<file path="config.mk">
export PLATFORM = sky130hd
export DESIGN_NAME = presence_frame_deframer_crc8_core_flat
export DESIGN_NICKNAME = d
export VERILOG_FILES = /design/src/rtl/pfd_pkg.sv /design/src/rtl/pfd_if.sv /design/src/rtl/presence_frame_deframer_crc8_core.sv /design/src/flat_wrapper.sv
export SDC_FILE = /design/constraint.sdc
export NUM_CORES = 1
export LEC_CHECK = 0
export ABC_CLOCK_PERIOD_IN_PS = 13500
export BUFFER_PORTS_ARGS = -buffer_cell sky130_fd_sc_hd__buf_2
export CAP_MARGIN = 15
export CORE_ASPECT_RATIO = 1.5
export CORE_UTILIZATION = 40
export CTS_BUF_LIST = sky130_fd_sc_hd__clkbuf_4
export CTS_CLUSTER_DIAMETER = 120
export DETAILED_ROUTE_END_ITERATION = 8
export SLEW_MARGIN = 20
export SYNTH_ARGS = -nofsm -noshare
export SYNTH_HDL_FRONTEND = slang
export SYNTH_SLANG_ARGS = --single-unit
</file>
<file path="constraint.sdc">
create_clock -name clk -period 13.5 [get_ports clk]
set_input_delay 1.35 -clock clk [delete_from_list [all_inputs] [get_ports clk]]
set_output_delay 1.35 -clock clk [all_outputs]
set_load 0.03 [all_outputs]
</file>
<file path="src/rtl/pfd_pkg.sv">
// shared types, constants and the crc-8 step function for the presence frame deframer
// no dependencies
`default_nettype none

package pfd_pkg;

	localparam int MAX_FRAME_BYTES_DEF = 64;

	localparam logic [7:0]  SOF_BYTE          = 8'h53;
	localparam logic [7:0]  EOF_BYTE          = 8'h54;
	localparam logic [7:0]  CRC_POLY          = 8'h31;
	localparam logic [15:0] STALE_LIMIT_RESET = 16'd500;

	// shortest frame: start, length low/high, type, crc, end
	localparam int MIN_FRAME_BYTES = 6;
	// frame bytes around the payload counted by the length field
	localparam logic [16:0] LEN_OVERHEAD = 17'd5;

	// frame byte positions
	localparam int POS_LEN_LO  = 1;
	localparam int POS_LEN_HI  = 2;
	localparam int POS_TYPE    = 3;
	localparam int POS_PAYLOAD = 5;

	typedef enum logic {
		CMD_BYTE    = 1'b0,
		CMD_TIMEOUT = 1'b1
	} pfd_cmd_t;

	typedef enum logic [1:0] {
		PRES_UNKNOWN = 2'd0,
		PRES_NOONE   = 2'd1,
		PRES_MOTION  = 2'd2,
		PRES_STATIC  = 2'd3
	} pfd_pres_t;

	typedef struct packed {
		logic        command;
		logic [7:0]  rx_byte;
		logic [31:0] now_ms;
	} pfd_byte_t;

	typedef struct packed {
		logic        frame_accepted;
		logic        frame_dropped;
		logic [1:0]  presence_state;
		logic [7:0]  energy_level;
		logic        reading_valid;
		logic [31:0] reading_time_ms;
		logic [31:0] drop_total;
		logic        presence_detected;
		logic        reading_stale;
	} pfd_status_t;

	// one byte through the msb-first crc-8 register
	function automatic logic [7:0] crc8_fold(input logic [7:0] crc, input logic [7:0] b);
		logic [7:0] c;
		c = crc ^ b;
		for (int i = 0; i < 8; i++) begin
			c = c[7] ? ((c << 1) ^ CRC_POLY) : (c << 1);
		end
		return c;
	endfunction

endpackage

`default_nettype wire

</file>
<file path="src/rtl/pfd_if.sv">
// valid/ready channel interfaces for the presence frame deframer
// depends on pfd_pkg
`default_nettype none

interface pfd_byte_if;
	import pfd_pkg::*;
	logic      valid;
	logic      ready;
	pfd_byte_t data;
	modport source (output valid, output data, input ready);
	modport sink   (input valid, input data, output ready);
endinterface

interface pfd_status_if;
	import pfd_pkg::*;
	logic        valid;
	logic        ready;
	pfd_status_t data;
	modport source (output valid, output data, input ready);
	modport sink   (input valid, input data, output ready);
endinterface

`default_nettype wire

</file>
<file path="src/rtl/presence_frame_deframer_crc8_core.sv">
// presence sensor frame deframer: start/end hunt, length and crc-8 check, reading store
// depends on pfd_pkg and the channel interfaces in pfd_if.sv
// an accepted item moves from the input register s1 into the result register s2
// throughput: one item per cycle while status_ch is ready, set by the frame/crc update on the s1 register
// a result held by a not-ready status_ch stalls s2, and s1 as well once it holds an item
// reset: asynchronous, active low; hunt state, stored reading and drop count clear,
// stale limit returns to 500 ms, both channels show no valid item
`default_nettype none

module presence_frame_deframer_crc8_core #(
	parameter int MAX_FRAME_BYTES = pfd_pkg::MAX_FRAME_BYTES_DEF
) (
	input  wire logic        clk,
	input  wire logic        arst_n,
	pfd_byte_if.sink         byte_ch,
	pfd_status_if.source     status_ch,
	input  wire logic        cfg_we,
	input  wire logic [15:0] cfg_wdata
);
	import pfd_pkg::*;

	// wide enough to hold the full store count itself
	localparam int POS_W = $clog2(MAX_FRAME_BYTES + 1);

	// pipeline control
	logic        v_s1;
	pfd_byte_t   byte_s1;
	logic        v_s2;
	pfd_status_t status_s2;
	logic        adv;

	// configuration
	logic [15:0] stale_limit_q;

	// frame assembly state
	logic             in_frame_q;
	logic [POS_W-1:0] pos_q;
	logic             ovf_q;
	logic [7:0]       crc_q;
	logic [7:0]       d0_q, d1_q;
	logic [15:0]      len_q;
	logic [7:0]       type_q;
	logic [7:0]       fpb_q;

	// stored reading
	logic [1:0]  st_state_q;
	logic [7:0]  st_energy_q;
	logic        st_valid_q;
	logic [31:0] st_time_q;
	logic [31:0] drops_q;

	// next values
	logic             in_frame_n;
	logic [POS_W-1:0] pos_n;
	logic             ovf_n;
	logic [7:0]       crc_n;
	logic [7:0]       d0_n, d1_n;
	logic [15:0]      len_n;
	logic [7:0]       type_n;
	logic [7:0]       fpb_n;
	logic [1:0]       st_state_n;
	logic [7:0]       st_energy_n;
	logic             st_valid_n;
	logic [31:0]      st_time_n;
	logic [31:0]      drops_n;

	logic             accepted, dropped, frame_ok;
	logic [31:0]      age_q, age_n;
	logic [16:0]      len_need;
	pfd_status_t      status_n;

	// the whole pipe moves when the result register is free or being emptied
	assign adv           = !v_s2 || status_ch.ready;
	assign byte_ch.ready = !v_s1 || adv;

	assign status_ch.valid = v_s2;
	assign status_ch.data  = status_s2;

	// age of the stored reading before this item's update
	assign age_q = byte_s1.now_ms - st_time_q;

	always_comb begin
		in_frame_n  = in_frame_q;
		pos_n       = pos_q;
		ovf_n       = ovf_q;
		crc_n       = crc_q;
		d0_n        = d0_q;
		d1_n        = d1_q;
		len_n       = len_q;
		type_n      = type_q;
		fpb_n       = fpb_q;
		st_state_n  = st_state_q;
		st_energy_n = st_energy_q;
		st_valid_n  = st_valid_q;
		st_time_n   = st_time_q;
		drops_n     = drops_q;
		accepted    = 1'b0;
		dropped     = 1'b0;
		frame_ok    = 1'b0;
		len_need    = '0;

		if (byte_s1.command == CMD_TIMEOUT) begin
			// timeout: stale reading counts as a drop, partial frame is thrown away
			if (st_time_q != '0 && age_q > {16'd0, stale_limit_q}) begin
				drops_n = drops_q + 32'd1;
				dropped = 1'b1;
			end
			in_frame_n = 1'b0;
		end else if (!in_frame_q) begin
			// hunting for the start byte
			if (byte_s1.rx_byte == SOF_BYTE) begin
				in_frame_n = 1'b1;
				pos_n      = POS_W'(1);
				ovf_n      = 1'b0;
				crc_n      = '0;
				d0_n       = '0;
				d1_n       = '0;
				len_n      = '0;
				type_n     = '0;
				fpb_n      = '0;
			end
		end else begin
			if (pos_q < POS_W'(MAX_FRAME_BYTES)) begin
				// crc lags two bytes behind so the crc byte itself stays out
				if (pos_q >= POS_W'(POS_PAYLOAD))
					crc_n = crc8_fold(crc_q, d1_q);
				if (pos_q == POS_W'(POS_LEN_LO))
					len_n = {len_q[15:8], byte_s1.rx_byte};
				if (pos_q == POS_W'(POS_LEN_HI))
					len_n = {byte_s1.rx_byte, len_q[7:0]};
				if (pos_q == POS_W'(POS_TYPE))
					type_n = byte_s1.rx_byte;
				if (pos_q == POS_W'(POS_PAYLOAD))
					fpb_n = byte_s1.rx_byte;
				d1_n  = d0_q;
				d0_n  = byte_s1.rx_byte;
				pos_n = pos_q + POS_W'(1);
			end else begin
				ovf_n = 1'b1;
			end

			if (byte_s1.rx_byte == EOF_BYTE) begin
				len_need = {1'b0, len_n} + LEN_OVERHEAD;
				frame_ok = !ovf_n && (pos_n >= POS_W'(MIN_FRAME_BYTES)) &&
					(len_need <= 17'(pos_n)) && (crc_n == d1_n);
				if (frame_ok) begin
					st_time_n   = byte_s1.now_ms;
					st_valid_n  = 1'b1;
					st_energy_n = (len_n != '0) ? fpb_n : 8'd0;
					if (type_n inside {8'd1, 8'd2, 8'd3})
						st_state_n = type_n[1:0];
					else
						st_state_n = PRES_UNKNOWN;
					drops_n  = '0;
					accepted = 1'b1;
				end else begin
					drops_n = drops_q + 32'd1;
					dropped = 1'b1;
				end
				in_frame_n = 1'b0;
			end
		end

		// a fresh reading has age zero, otherwise the stored time is unchanged
		age_n = accepted ? 32'd0 : age_q;

		status_n.frame_accepted    = accepted;
		status_n.frame_dropped     = dropped;
		status_n.presence_state    = st_state_n;
		status_n.energy_level      = st_energy_n;
		status_n.reading_valid     = st_valid_n;
		status_n.reading_time_ms   = st_time_n;
		status_n.drop_total        = drops_n;
		status_n.presence_detected = st_valid_n && (age_n <= {16'd0, stale_limit_q}) &&
			(st_state_n == PRES_MOTION || st_state_n == PRES_STATIC);
		status_n.reading_stale     = !st_valid_n || (st_time_n == '0) ||
			(age_n > {16'd0, stale_limit_q});
	end

	// input register
	always_ff @(posedge clk or negedge arst_n) begin
		if (!arst_n) begin
			v_s1 <= 1'b0;
		end else if (byte_ch.ready) begin
			v_s1 <= byte_ch.valid;
		end
	end

	always_ff @(posedge clk) begin
		if (byte_ch.ready && byte_ch.valid) begin
			byte_s1 <= byte_ch.data;
		end
	end

	// result register
	always_ff @(posedge clk or negedge arst_n) begin
		if (!arst_n) begin
			v_s2 <= 1'b0;
		end else if (adv) begin
			v_s2 <= v_s1;
		end
	end

	always_ff @(posedge clk) begin
		if (adv && v_s1) begin
			status_s2 <= status_n;
		end
	end

	// stale limit register
	always_ff @(posedge clk or negedge arst_n) begin
		if (!arst_n) begin
			stale_limit_q <= STALE_LIMIT_RESET;
		end else if (cfg_we) begin
			stale_limit_q <= cfg_wdata;
		end
	end

	// frame and reading state, updated as each item leaves s1
	always_ff @(posedge clk or negedge arst_n) begin
		if (!arst_n) begin
			in_frame_q  <= 1'b0;
			pos_q       <= '0;
			ovf_q       <= 1'b0;
			crc_q       <= '0;
			d0_q        <= '0;
			d1_q        <= '0;
			len_q       <= '0;
			type_q      <= '0;
			fpb_q       <= '0;
			st_state_q  <= PRES_UNKNOWN;
			st_energy_q <= '0;
			st_valid_q  <= 1'b0;
			st_time_q   <= '0;
			drops_q     <= '0;
		end else if (adv && v_s1) begin
			in_frame_q  <= in_frame_n;
			pos_q       <= pos_n;
			ovf_q       <= ovf_n;
			crc_q       <= crc_n;
			d0_q        <= d0_n;
			d1_q        <= d1_n;
			len_q       <= len_n;
			type_q      <= type_n;
			fpb_q       <= fpb_n;
			st_state_q  <= st_state_n;
			st_energy_q <= st_energy_n;
			st_valid_q  <= st_valid_n;
			st_time_q   <= st_time_n;
			drops_q     <= drops_n;
		end
	end

endmodule

`default_nettype wire

</file>
<file path="src/flat_wrapper.sv">
// flat-port wrapper written by rule: the top's interface ports become plain ports
module presence_frame_deframer_crc8_core_flat import pfd_pkg::*;
#(
	parameter int MAX_FRAME_BYTES = pfd_pkg::MAX_FRAME_BYTES_DEF
)
  (clk, arst_n, cfg_we, cfg_wdata, byte_ch_valid, byte_ch_data, byte_ch_ready, status_ch_valid, status_ch_data, status_ch_ready);
  pfd_byte_if byte_ch_i ();
  pfd_status_if status_ch_i ();
  input  wire logic clk;
  input  wire logic arst_n;
  input  wire logic cfg_we;
  input  wire logic [15:0] cfg_wdata;
  input wire logic [$bits(byte_ch_i.valid)-1:0] byte_ch_valid;
  input wire logic [$bits(byte_ch_i.data)-1:0] byte_ch_data;
  output wire logic [$bits(byte_ch_i.ready)-1:0] byte_ch_ready;
  output wire logic [$bits(status_ch_i.valid)-1:0] status_ch_valid;
  output wire logic [$bits(status_ch_i.data)-1:0] status_ch_data;
  input wire logic [$bits(status_ch_i.ready)-1:0] status_ch_ready;
  assign byte_ch_i.valid = byte_ch_valid;
  assign byte_ch_i.data = byte_ch_data;
  assign byte_ch_ready = byte_ch_i.ready;
  assign status_ch_valid = status_ch_i.valid;
  assign status_ch_data = status_ch_i.data;
  assign status_ch_i.ready = status_ch_ready;
  presence_frame_deframer_crc8_core #(.MAX_FRAME_BYTES(MAX_FRAME_BYTES)) u_core (.clk(clk), .arst_n(arst_n), .byte_ch(byte_ch_i), .status_ch(status_ch_i), .cfg_we(cfg_we), .cfg_wdata(cfg_wdata));
endmodule
</file>
; After elaboration in Yosys (flattened, before gate mapping)
; Cells that the tools add are included.
[op_classes]
shift = 0
div = 0
n_eq_ne = 13
addsub = 4
n_bitwise = 10
order_cmp = 7
reduce_logical = 24
mux = 82
mul = 0
[op_table]
columns = operator, n
row1 = $mux W32, 10
row2 = $mux W8, 26
row3 = $mux W16, 6
row4 = $gt A32 B16 Y1, 2
row5 = $mux W6, 8
row6 = $mux W7, 5
row7 = $add A32 B1 Y32 const B, 1
row8 = $le A32 B16 Y1, 1
row9 = $logic_not A32 Y1, 1
row10 = $reduce_bool A32 Y1, 1
row11 = $sub A32 B32 Y32, 1
row12 = $not A3 Y3, 8
row13 = $mux W1, 22
row14 = $add A16 B3 Y17 const B, 1
row15 = $le A17 B7 Y1, 1
row16 = $eq A8 B2 Y1 const B, 2
row17 = $eq A8 B7 Y1 const B, 2
row18 = $reduce_bool A16 Y1, 1
row19 = $eq A7 B2 Y1 const B, 2
row20 = $ge A7 B3 Y1 const B, 2
row21 = $mux W2, 5
row22 = $eq A8 B1 Y1 const B, 1
row23 = $eq A8 B8 Y1, 1
row24 = $logic_and A1 B1 Y1, 8
row25 = other kinds (14), 22
[totals]
reg_bits = 278
in_bits = 62
latchBits = 0
mem_bits_rw = 0
wordCells = 169
mem_bits_ro = 0
output_inout_bits = 81
memories = 0

; Longest topological paths before layout
; Gate-level depths: netlist of run 1.
[logic_depth]
depth_word = 31
mapped_depth = 33
depth_no_buf = 32

; Least setup slack after synthesis of run 1
; No wires, ideal clock.
[synth_timing]
path_kind = register to register
start = register u_core.pos_q[4]
end = register u_core.status_s2, in the netlist u_core.status_ch.data[0], data pin
path_slack_ps = 6803
t_arrival_ps = 6417
path_buffers = 2
stages_incl_launch_ff = 32
setup_ps = 279
required_ps = 13221
cell_sequence = dfrtp_1 > buf_2 > nor4_2 > nand2_1 > mux2i_1 > inv_1 > ha_1 > o21ai_0 > xor2_1 > o21ai_0 > ha_1 > nand4_1 > nor2_1 > a211o_1 > a211oi_1 > o211ai_1 > or4_4 > nor4_4 > buf_2 > nor2b_1 > ha_1 > nor2b_1 > o21a_1 > o21a_1 > o21a_1 > o21a_1 > o21a_1 > o21a_1 > o21ai_0 > a21boi_0 > o21ai_0 > o311ai_0
[synth_lines]
columns = item, line
row1 = "start, declared", presence_frame_deframer_crc8_core.sv:37  ; logic [POS_W-1:0] pos_q;
row2 = "start signal, assigned", presence_frame_deframer_crc8_core.sv:238  ; pos_q <= pos_n;
row3 = "end signal, assigned", presence_frame_deframer_crc8_core.sv:206  ; status_s2 <= status_n;
row4 = "end, declared", presence_frame_deframer_crc8_core.sv:29  ; pfd_status_t status_s2;

==> flow_results.org, run 1 <==
** Status
- The flow ran to the end, and the final reports show no timing, DRC or antenna violations.

** Yosys
- The synthesized design contains 120 enable-type register cells.
- Proportion of synthesized chip area in sequential cells :: 43.2%
- In the synthesized netlist the dominant register cell turns out to be sky130_fd_sc_hd__dfrtp_1.
- Share of flip-flops with an asynchronous set or reset :: 56.8%
- Number of distinct library cell variants in the gate-level netlist after synthesis :: between 80 and 90
- Counting flops and latches in the post-synthesis netlist gives 278.
- After technology mapping, the gate count stands at 1,876.
- For this run, the number of Yosys warnings is 0.
- A synthesized cell averages 9.34 µm².
- Cell Area, Synth :: 0.0175 mm²
- Net Count, Synth :: 2,015

** Placement
- Timing analysis after detailed placement gives a worst setup slack of 5.23 ns.
- Detailed placement ended at an HPWL of 37,900 µm.
- Routability-driven placement finished with a final weighted congestion of 0.993.
- Port buffering added ~140 buffers.

** Timing
- Setup repair after global routing left no endpoint under its margin.
- Number of endpoints with negative hold slack in the final report :: 0
- Max-slew violation count :: 0
- Final setup violation count :: 0
- Skew final :: about 0.048 ns
- For this run, the top clock speed supported by timing is 120 MHz.
- Post-route clock period utilization :: 61.5%
- Fin worst setup slack :: between 5 and 6 ns
- The worst path in the final design needs a cycle of approximately 8.3 ns, including I/O delays and setup.
- Transition time at the pin with the least slew margin :: 1.03 ns
- For the final routed database, the setup TNS stands at 0 ns.
- The worst pin sits at a relative slew slack of 31.1%.

** Setup path
- At the worst endpoint, the arrival time is ~9 ns.
- Critical Path Sink Type :: register
- For this run, the slowest stage of the critical path takes roughly 0.74 ns.
- STA puts the critical path data required time at ~14 ns.
- Measured in cells, the most critical reg-to-reg path has a length of 31.
- Tracing the worst setup path back leads to its startpoint at u_core.pos_q[2]$_DFFE_PN0P_.
- R2R Path Start :: u_core.pos_q[2]$_DFFE_PN0P_
- Counting stages on the worst path, the most repeated cell is sky130_fd_sc_hd__o21a_1.
- Among all stages on the critical path, the largest delay is contributed by sky130_fd_sc_hd__nor4_2.
- Startpoint class of the critical path :: register
- Maximum fanout count along the critical path :: 81
- Category of the critical setup timing path :: register to register

** Global routing
- The via count of the first global-routing pass is 15,100.
- Maximum number of pins on one net before global-route repair :: 92
- The first global-routing pass estimated 83,700 µm of wire.
- Overflow left after global routing :: 0
- The number of antenna violations at the first check in global routing is 3.
- Global routing usage summed across all routing layers :: 23.8%

** Drt
- Routed vias :: 15,400
- Iteration count of the initial detailed-routing pass :: 5
- Average via count per standard cell :: 5.86
- Starting DRC count in detailed routing :: 1,166
- Routed Wire Length :: roughly 54,000 µm
- After detailed routing, the number of remaining DRC violations is 0.
- Per-cell routed wire length :: 20.4 µm
- Post-detailed-route count of antenna-violating nets :: 0

** Power
- Power share of the clock group :: between 30% and 40%
- Leakage Power :: 7.99 nW
- Net switching is between 20 and 30% of the power.
- Of the total power, registers draw 47.5%.
- In this run the power density over the cells is 101 mW/mm².
- Summed over all nets, the switching power comes to roughly 560 µW.
- The share of total power dissipated in combinational logic is 13.7%.
- Peak supply drop :: 0.0000493 V
- Cell-internal power :: 1.42 mW

** Layout
- Area of the multi-input gates :: 0.00923 mm²
- Of the cells placed in the final design, the portion with a size suffix greater than 1 is 16.1%.
- Compared with the post-synthesis result, the final layout area differs by 12.2%.
- Registers take about 0.0076 mm².
- For this run, the post-layout net count is 2,139.
- Filler cell count :: 4,204

** Die
- In this run the vertical extent of the chip is 258 µm.
- Number of top-level pins :: 143
- The initialized floorplan defines 93 standard-cell rows.
- Measured along the x axis, the die boundary spans 173 µm.
- In this run the standard cell core region covers 0.0431 mm².
- The initial utilization of the core area, before any placement, comes to 40.7%.
- Overall die area :: 0.0447 mm²

** Clocking
- TritonCTS built the clock tree.
- Total number of clock tree sinks :: 278
- Count of H-tree levels built during CTS :: 3
- The number of hold buffers added after CTS was 0.
- Root buffer selected by CTS :: sky130_fd_sc_hd__clkbuf_4
- Clock-pin slew was measured on the worst setup and hold paths at 0.07 ns.
- Clock tree synthesis inserted a total of roughly 70 buffers.
- Once the clock tree was built, the resizer swapped 0 gates to a different size.
- Post-CTS timing repair inserted 0 buffers for setup.
- Maximum buffer depth of the clock tree :: 3
- For the worst-skew pair, the clock arrives at the later sink with an insertion delay of 0.78 ns.

** Min path
- Launch instance of the worst min-delay path :: u_core.st_state_q[1]$_DFFE_PN0P_
- Cell depth of the worst min-delay path :: 1
- Path class of the lowest-slack min-delay path :: register to register

** Flow run
- Across the run, the number of max-cap violations was 0.
==> cell usage in the layout (no fill, tap or decap), types with 46 or more instances in the layout <==
cell type | Yosys | layout
sky130_fd_sc_hd__ha_1 | 76 | 76
sky130_fd_sc_hd__inv_1 | 78 | 78
sky130_fd_sc_hd__edfxtp_1 | 120 | 120
sky130_fd_sc_hd__nand3_1 | 56 | 56
sky130_fd_sc_hd__nor2_1 | 106 | 106
sky130_fd_sc_hd__dfrtp_1 | 152 | 152
sky130_fd_sc_hd__a21oi_1 | 120 | 120
sky130_fd_sc_hd__xnor2_1 | 50 | 50
sky130_fd_sc_hd__buf_2 | 5 | 141
sky130_fd_sc_hd__nand2_1 | 200 | 200
sky130_fd_sc_hd__clkbuf_4 | 0 | 104
sky130_fd_sc_hd__o21ai_0 | 151 | 151
sky130_fd_sc_hd__nor3_1 | 47 | 46
==> layout make-up <==
cell class	instances	share of cell area [%]
multi-input cells	1404	46.9
repair buffers	165	4.52
clock inverters	25	0.910
diodes	4	0.0509
well taps	570	3.63
flip-flops and latches	278	38.5
inverters	80	1.54
clock buffers	104	3.97
==> flip-flops by register name, indices dropped and copies added, names as in the netlist, 2 cells and up <==
name                   count
u_core.st_time_q          32
u_core.type_q              8
u_core.crc_q               8
u_core.fpb_q               8
u_core.drops_q            32
u_core.pos_q               7
u_core.d0_q                8
u_core.status_ch.data     79
u_core.stale_limit_q      16
u_core.len_q              16
u_core.byte_s1            41
u_core.st_energy_q         8
u_core.st_state_q          2
u_core.d1_q                8
==> stage by stage <==
| step | hold WS (ns) | cells | utilization (%) | cell area, µm² | power [mW] |
|---|---|---|---|---|---|
| floorplan | 0.449 | 1876 | - | 17500 | 1.13 |
| global placement | 0.463 | 2497 | 43.4 | 18700 | 1.22 |
| detailed placement | 0.467 | 2497 | 43.4 | 18700 | 1.23 |
| CTS | 0.483 | 2626 | 45.6 | 19700 | 2.01 |
| global route | 0.511 | 2630 | 45.7 | 19700 | 2.08 |
| finish | 0.480 | 2630 | 45.7 | 19700 | 1.98 |
==> cell families (layout without fill, tap and decap cells) <==
| logic type | after synthesis | count (layout) | share of synthesized area, % |
|---|---|---|---|
| other | 0 | 4 | 0 |
| adders and majority gates | 77 | 77 | 5.54 |
| and+or+nand+nor | 630 | 630 | 17.9 |
| buffers and inverters | 194 | 374 | 4.26 |
| xor gates and xnor gates | 73 | 73 | 4.12 |
| muxes | 82 | 82 | 4.96 |
| AOI/OAI and AO/OA | 542 | 542 | 20.1 |
| DFF | 278 | 278 | 43.2 |
==> power groups by stage <==
stage | clock (mW) | combinational (mW) | sequential, mW
2_1_floorplan | 0 | 0.158 | 0.976
3_3_place_gp | 0 | 0.266 | 0.958
3_5_place_dp | 0 | 0.270 | 0.958
4_1_cts | 0.802 | 0.272 | 0.941
5_1_grt | 0.842 | 0.299 | 0.945
6_report | 0.771 | 0.271 | 0.942
==> path summary, 6_finish.rpt <==
check                      slack [ns]                            endpoint
max                              5.20  u_core.status_ch.data[0]$_DFFE_PP_
min                              0.48    u_core.st_state_q[1]$_DFFE_PN0P_
max reg2reg                      5.20  u_core.status_ch.data[0]$_DFFE_PP_
min reg2reg                      0.48    u_core.st_state_q[1]$_DFFE_PN0P_
max in group asynchronous       11.30     u_core.st_time_q[2]$_DFFE_PN0P_
min in group asynchronous        0.68    u_core.st_time_q[25]$_DFFE_PN0P_
==> layer usage <==
layer  track usage, %  share of wire, %
met1             27.1                39
met2             42.5                51
met3             4.09               5.5
met4             12.9               4.3
met5                0                 0
==> Yosys cell counts (20+ instances only) <==
cell type                  number  area (µm²)
sky130_fd_sc_hd__mux2_1        29         327
sky130_fd_sc_hd__dfrtp_1      152        3800
sky130_fd_sc_hd__inv_1         78         293
sky130_fd_sc_hd__and3_1        24         150
sky130_fd_sc_hd__nand3_1       56         280
sky130_fd_sc_hd__ha_1          76         951
sky130_fd_sc_hd__edfxtp_1     120        3600
sky130_fd_sc_hd__clkbuf_1      98         368
sky130_fd_sc_hd__a21o_1        21         158
sky130_fd_sc_hd__mux2i_1       44         440
sky130_fd_sc_hd__xnor2_1       50         438
sky130_fd_sc_hd__nor2b_1       26         163
sky130_fd_sc_hd__a21oi_1      120         601
sky130_fd_sc_hd__nor4_1        37         231
sky130_fd_sc_hd__nor3_1        47         235
sky130_fd_sc_hd__o31ai_1       20         150
sky130_fd_sc_hd__a211oi_1      32         240
sky130_fd_sc_hd__o21ai_0      151         756
sky130_fd_sc_hd__nand4_1       35         219
sky130_fd_sc_hd__nand2_1      200         751
sky130_fd_sc_hd__a22o_1        44         385
sky130_fd_sc_hd__nor2_1       106         398
==> worst max-delay path, delay by kind of cell (launching register included) <==
kind / cells / cell delay, ns
AO/OA/AOI/OAI: 15 / 2.74
flip-flops: 1 / 0.51
XOR/XNOR: 1 / 0.14
adder cells (fa/ha/maj): 3 / 0.88
buffers and inverters: 2 / 0.71
multiplexers: 1 / 0.40
AND/OR/NAND/NOR: 9 / 2.55
Power figures use the tool's default switching activity.
==> inputs of run 2 (changes only) <==
- ABC_CLOCK_PERIOD_IN_PS: 13500 -> 6830
- clock period: 13.5 -> 6.83 ns (I/O delays scaled with it)
==> run 2 against run 1 <==
Against the previous run:
- fmax up 29%
- highest routed layer unchanged
- sequential share of layout area down 0.59 points
- wire length up 0.24%
- critical path type unchanged
==> flow_results.org, run 2 (synthesized netlist as in run 1, its figures left out) <==
** Status
- Outcome :: finished clean

** Die
- The area of the core region came to 0.0431 mm² (unchanged).
- DIE HEIGHT :: 258 µm (unchanged)
- Die X-Extent :: 173 µm (unchanged)
- The starting density of the core came to 40.7% (unchanged).
- The full die area was 0.0447 mm² (unchanged).
- Row cnt :: 93 (unchanged)
- The top-level port count was 143 (unchanged).

** Min path
- The path class of the tightest hold or removal check is input pin to register.
- Launch instance of the worst min-delay path :: byte_ch_data[40]

** Drt
- The number of remaining DRC errors came to 0 (unchanged).
- The remaining number of nets flagged by the antenna check after routing is 0 (unchanged).
- Per-cell routed wire length :: 20.2 µm (-0.70%)
- The detailed-route via count came to 15,500 (+0.89%).
- Iteration count of the initial detailed-routing pass :: 5 (unchanged)
- Routed Wire Length :: 53,700 µm (+0.24%)
- The initial detailed-routing violation count is 1,110 (-4.8%).
- Average via count per standard cell :: 5.86 (about the same)

** Global routing
- The maximum number of pins on one net before global-route repair was 72 (-22%).
- The number of antenna violations at the first check in global routing came to 1 (-2).
- The total overflow reported by the global router was 0 (unchanged).
- Vias in the first global route :: 15,600 (+3.2%)
- The global-route wire length before repair was 85,000 µm (+1.5%).
- Global routing usage summed across all routing layers :: 24.0% (+0.16 points)

** Timing
- The count of pins over their slew limit is 0 (unchanged).
- The final clock skew came to 0.0496 ns (+0.00159 ns).
- The final hold violation count was 0 (unchanged).
- Fmax achieved :: 156 MHz (+29%)
- The final critical-path required period is 6.42 ns (-1.88 ns).
- Slew Limit Headroom :: 31.2% (+0.14 points)
- Setup repair after global routing left no endpoint under its margin.
- The actual slew at the worst max-slew pin was 1.03 ns (-0.00583 ns).
- The final setup slack of the worst path came to 0.413 ns (-4.79 ns).
- Final setup violation count :: 0 (unchanged)
- Post-route clock period utilization :: 93.9% (+32 points)
- Setup TNS :: 0 ns (unchanged)

** Power
- Leakage Power :: 8.16 nW (+2.1%)
- Switching Power :: 1.14 mW (+100%)
- The part of the power in registers was 45.4% (-2.1 points).
- The power density over the cells was 205 mW/mm² (+100%).
- The clock group share of total power was 41.2% (+2.3 points).
- Switching power share of the total :: 27.8% (-0.52 points)
- Logic pwr share :: 13.4% (-0.3 points)
- Peak supply drop :: 0.000102 V (+110%)
- The internal power of the cells was 2.96 mW (+110%).

** Setup path
- The critical path arrival was 6.91 ns (-1.87 ns).
- Slowest stage delay, CP :: 0.55 ns (-0.19 ns)
- Slowest library cell on the worst path :: sky130_fd_sc_hd__or4_4
- Startpoint class of the critical path :: register
- Tracing the worst setup path back leads to its startpoint at u_core.pos_q[0]$_DFFE_PN0P_.
- The critical-path maximum fanout is 5 (-94%).
- Category of the critical setup timing path :: register to register
- Dominant cell type by count on the critical path :: sky130_fd_sc_hd__o21a_1
- Required time at the endpoint of the critical path :: 7.33 ns (-6.65 ns)
- R2R Path Start :: u_core.pos_q[0]$_DFFE_PN0P_
- The worst setup path is captured at a register.

** Placement
- The placed wire-length estimate after detailed placement is 38,400 µm (+1.4%).
- The number of port buffers was 142 (unchanged).
- The worst setup slack after placement was 0.0902 ns (-5.14 ns).
- The weighted congestion at the end of routability-driven global placement was 0.934 (-5.9%).

** Clocking
- The clock latency on the worst-skew pair is 0.80 ns (+0.02 ns).
- The number of buffers inserted during clock tree synthesis came to 72 (+1.4%).
- Clock tree synthesis selected as its root buffer the cell sky130_fd_sc_hd__clkbuf_4.
- Clock transition at the registers of the reported paths :: 0.07 ns (about the same)
- TritonCTS built the clock tree.
- The number of clock sinks came to 278 (unchanged).
- Count of H-tree levels built during CTS :: 3 (unchanged)
- The clock tree buffer depth was 3 (unchanged).

** Layout
- Number of flip-flops under the largest register name :: 79 (unchanged)
- Area Overhead vs Synth :: 14.0%
- Layout Nets :: 2,164 (+1.2%)
- Fraction of layout instances using a drive strength above 1 :: 17.5% (+1.4 points)
- Leaving out fill and tap cells, the most frequent cell in the layout is sky130_fd_sc_hd__nand2_1.
- In the layout the commonest cells are 199 x sky130_fd_sc_hd__nand2_1, 151 x sky130_fd_sc_hd__dfrtp_1, 148 x sky130_fd_sc_hd__o21ai_0.

** Flow run
- Number of maximum-capacitance constraint violations :: 0 (unchanged)
-- run 2: cell type report --
class,count,area (µm²)
sequential,278,7570
timing repair buffer,189,1080
clock inverter,23,244
multi-input combinational,1404,9250
clock buffer,109,818
tap,570,713
fill,4189,23100
antenna,2,5.00
inverter,80,303
-- run 2: critical path: cells and delay by family, from the launching register on --
family	cells	cell delay, ns
AO/OA/AOI/OAI	15	2.34
multiplexers	1	0.22
XOR/XNOR	1	0.14
AND/OR/NAND/NOR	9	1.50
flip-flops	1	0.41
adder cells (fa/ha/maj)	4	1.03
buffers and inverters	4	0.47
-- run 2: layer usage --
| metal | global-route usage, % | up-vias | routed length (µm) |
|---|---|---|---|
| met3 | 4.01 | 151 | 2680 |
| met4 | 11.5 | 0 | 2240 |
| met1 | 27.1 | 7555 | 21100 |
| li1 | - | 7311 | - |
| met5 | 0 | - | 0 |
| met2 | 43.8 | 532 | 27700 |
-- run 2: what timing repair did --
action                                 4_1_cts  5_1_grt
resized for setup                            0       13
endpoints found under the hold margin       43        0
setup endpoints to repair                    0        2
setup buffers                                0        2
hold buffers                                 1        0
-- run 2: worst paths after layout --
path / to / slack [ns] / depth (start not counted)
max: u_core.status_ch.data[0]$_DFFE_PP_ / 0.41 / 34
min: u_core.byte_s1[40]$_DFFE_PP_ / 0.07 / 1
max reg2reg: u_core.status_ch.data[0]$_DFFE_PP_ / 0.41 / 34
min reg2reg: u_core.st_energy_q[1]$_DFFE_PN0P_ / 0.48 / 2
max in group asynchronous: u_core.drops_q[27]$_DFFE_PN0P_ / 5.09 / 3
min in group asynchronous: u_core.st_time_q[24]$_DFFE_PN0P_ / 0.40 / 2
-- run 2: power by group through the flow --
stage                     combinational, mW  sequential (mW)  clock [mW]
after floorplan                       0.311             1.93           0
after global placement                0.536             1.89           0
after detailed placement              0.544             1.89           0
after CTS                             0.547             1.86        1.74
after global routing                  0.606             1.87        1.82
final                                 0.551             1.86        1.69
-- run 2: per-stage QoR --
stage	hold WS (ns)	power, mW	util [%]	cells	cell area, µm²
floorplan	0.387	2.24	-	1876	17500
global placement	0.463	2.43	43.8	2518	18800
detailed placement	0.471	2.44	43.8	2518	18800
CTS	0.0239	4.15	46.3	2651	19900
global route	0.0358	4.29	46.4	2654	20000
finish	0.0697	4.10	46.4	2655	20000
==> inputs of run 3 (changes only) <==
==> constraint.sdc (replaced) <==
create_clock -name clk -period 6.83 [get_ports clk]
set_input_delay 0.3415 -clock clk [delete_from_list [all_inputs] [get_ports clk]]
set_output_delay 0.3415 -clock clk [all_outputs]
set_load 0.03 [all_outputs]
==> run 3 against run 2 <==
Against the previous run:
- clock skew is 0.0021 ns lower
- register-to-register slack hardly changed
- count of clock-buffer cells in the layout stayed put
- non-clock buffer count is 64 higher
- clock power hardly changed
- largest cell class unchanged
- flip-flop and latch count stayed put
- global-route usage is 0.31 points higher
- critical path type unchanged
==> flow_results.org, run 3 (synthesized netlist as in run 1, its figures left out) <==
** Setup path
- The worst setup path is launched from a register.
- The critical-path maximum fanout came to 5 (unchanged).
- The worst setup path is captured at a register.
- The critical path arrival was 6.89 ns (-0.02 ns).
- Slowest stage delay, CP :: 0.55 ns (about the same)
- Top cell family by delay on the critical path :: compound AO/OA/AOI/OAI gates
- Required time at the endpoint of the critical path :: 7.31 ns (-0.02 ns)
- Total buffers and inverters traversed by the critical path :: 4 (unchanged)
- Dominant cell type by count on the critical path :: sky130_fd_sc_hd__o21a_1
- On the critical path, the stage with the largest delay is an instance of sky130_fd_sc_hd__or4_4.
- Category of the critical setup timing path :: register to register

** Timing
- Post-route minimum period :: 6.41 ns (-0.00904 ns)
- Unrepaired setup endpoints after global routing :: no
- The highest attainable clock frequency is 156 MHz (+0.14%).
- The setup-violating endpoint count in the final report came to 0 (unchanged).
- The final hold violation count is 0 (unchanged).
- The sum of negative setup slack was 0 ns (unchanged).
- The final clock skew came to 0.0475 ns (-0.00213 ns).
- Post-route clock period utilization :: 93.8% (-0.13 points)
- The actual slew at the worst max-slew pin was 1.05 ns (+0.0209 ns).
- Max-slew violation count :: 0 (unchanged)
- Slew Limit Headroom :: 30.1% (-1.1 points)

** Die
- The number of placement rows is 93 (unchanged).
- Initial core utilization :: 40.7% (unchanged)
- The area of the core region was 0.0431 mm² (unchanged).
- The die width was 173 µm (unchanged).
- Number of top-level pins :: 143 (unchanged)
- The floorplan die height is 258 µm (unchanged).
- Overall die area :: 0.0447 mm² (unchanged)

** Global routing
- The global-route total usage across every layer came to 24.3% (+0.31 points).
- The number of antenna violations at the first check in global routing came to 1 (unchanged).
- First-pass GRT wire length :: 86,200 µm (+1.3%)
- Overflow left after global routing :: 0 (unchanged)
- Vias in the first global route :: 15,900 (+2.2%)
- Maximum number of pins on one net before global-route repair :: 72 (unchanged)

** Status
- The flow ran to the end, and the final reports show no timing, DRC or antenna violations.

** Power
- The maximum resistive drop on vdd was 0.000102 V (-0.44%).
- Leakage Power :: 8.42 nW (+3.2%)
- The power density over the cells came to 200 mW/mm² (-2.4%).
- The overall power of the completed layout is 4.13 mW (+0.67%).

** Clocking
- Number of buffers created by CTS :: 72 (unchanged)
- The clock latency on the worst-skew pair came to 0.78 ns (-0.02 ns).
- The number of clock sinks is 278 (unchanged).
- Maximum buffer depth of the clock tree :: 3 (unchanged)
- Clock tree synthesis selected as its root buffer the cell sky130_fd_sc_hd__clkbuf_4.
- Clock tree from TritonCTS :: done
- Clock transition at the registers of the reported paths :: 0.07 ns (about the same)
- Count of H-tree levels built during CTS :: 3 (unchanged)

** Layout
- Leading cell type in the layout, fill and taps excluded :: sky130_fd_sc_hd__nand2_1
- Fraction of layout instances using a drive strength above 1 :: 17.0% (-0.52 points)
- Cell area after layout :: 0.0206 mm² (+3.2%)
- The number of nets in the layout came to 2,228 (+3.0%).
- Filler cell count :: 4,117 (-1.7%)
- Number of cells in the finished layout apart from fillers :: 2,718 (+2.4%)
- Number of flip-flops under the largest register name :: 79 (unchanged)
- Leaving out fill and tap cells, the most frequent cells in the layout are 199 x sky130_fd_sc_hd__nand2_1, 151 x sky130_fd_sc_hd__dfrtp_1, 148 x sky130_fd_sc_hd__o21ai_0.
- From synthesis to final layout, the design area changed by 17.6%.

** Drt
- Post-detailed-route count of antenna-violating nets :: 0 (unchanged)
- DR DRC count :: 0 (unchanged)
- The detailed-route via count came to 15,800 (+1.6%).
- Routed Wire Length :: 54,400 µm (+1.3%)
- The iteration count of the initial detailed-routing pass is 5 (unchanged).
- Average via count per standard cell :: 5.81 (-0.75%)
- Per-cell routed wire length :: 20.0 µm (-1.1%)
- Starting DRC count in detailed routing :: 1,178 (+6.1%)

** Placement
- The placed wire-length estimate after detailed placement came to 38,400 µm (unchanged).
- The placed cell count came to 2,518 (unchanged).
- Area after detailed placement :: 0.0188 mm² (unchanged)
- The weighted congestion at the end of routability-driven global placement came to 0.934 (unchanged).
- The number of port buffers is 142 (unchanged).

** Flow run
- The number of maximum-capacitance constraint violations came to 0 (unchanged).

** Min path
- Path class of the lowest-slack min-delay path :: input pin to register
## run 3: cell types whose count changed in the layout (fill, tap and decap cells not counted), sizes merged
cell	change
dlygate4sd3	+64
diode	-1
## run 3: timing repair
item / 4_1_cts / 5_1_grt
hold buffers: 65 / 0
resized for setup: 0 / 13
endpoints found under the hold margin: 102 / 0
setup endpoints to repair: 0 / 2
buffers inserted: 0 / 2
## run 3: layer usage
metal  share of wire [%]  wire length, µm  global-route usage (%)  vias to the layer above
met5                   0                0                       0                        -
met4                 4.0             2190                    11.5                        0
met3                 4.9             2640                    4.01                      144
met2                  52            28200                    44.6                      516
met1                  39            21300                    27.3                     7696
li1                    -                -                       -                     7442
## run 3: path summary, 6_finish.rpt
kind	slack, ns	from	endpoint	depth (start not counted)
setup / recovery	0.42	u_core.pos_q[0]$_DFFE_PN0P_	u_core.status_ch.data[0]$_DFFE_PP_	33
hold / removal	0.05	cfg_we	u_core.stale_limit_q[6]$_DFFE_PN1P_	3
setup reg to reg	0.42	u_core.pos_q[0]$_DFFE_PN0P_	u_core.status_ch.data[0]$_DFFE_PP_	33
hold reg to reg	0.48	u_core.st_energy_q[1]$_DFFE_PN0P_	u_core.st_energy_q[1]$_DFFE_PN0P_	2
max in group asynchronous	5.41	arst_n	u_core.drops_q[27]$_DFFE_PN0P_	3
min in group asynchronous	0.07	arst_n	u_core.st_time_q[24]$_DFFE_PN0P_	2
## run 3: report_power, final
group | internal [mW] | switching, mW | total, mW | leakage [nW]
combinational | 0.219 | 0.361 | 0.581 | 4.50
clock | 0.956 | 0.733 | 1.69 | 0.618
sequential | 1.81 | 0.0489 | 1.86 | 3.30
## run 3: cell type report
class,count,area [µm²],area share (%)
Antenna cell,1,2.50,0.0121
Clock buffer,109,818,3.97
Clock inverter,23,244,1.18
Inverter,80,303,1.47
Multi-Input combinational cell,1404,9250,44.9
Sequential cell,278,7570,36.7
Tap cell,570,713,3.46
Timing Repair Buffer,253,1720,8.33
## run 3: through the flow
step / worst slack (ns) / utilization, % / hold slack [ns]
finish: 0.422 / 47.9 / 0.0536
global route: 0.000236 / 47.9 / 0.0357
CTS: 0.0522 / 47.7 / 0.00860
detailed placement: 0.0902 / 43.8 / 0.313
global placement: 0.263 / 43.8 / 0.308
floorplan: 0.133 / - / 0.0459
## run 3: worst reg2reg max path: cells and delay by family, from the launching register on
kind	cells	cell delay, ns
simple gates	8	1.45
fa+ha+maj	4	1.03
mux	1	0.22
flops	1	0.41
xor+xnor	1	0.08
compound gates	15	2.45
buf+inv	4	0.48
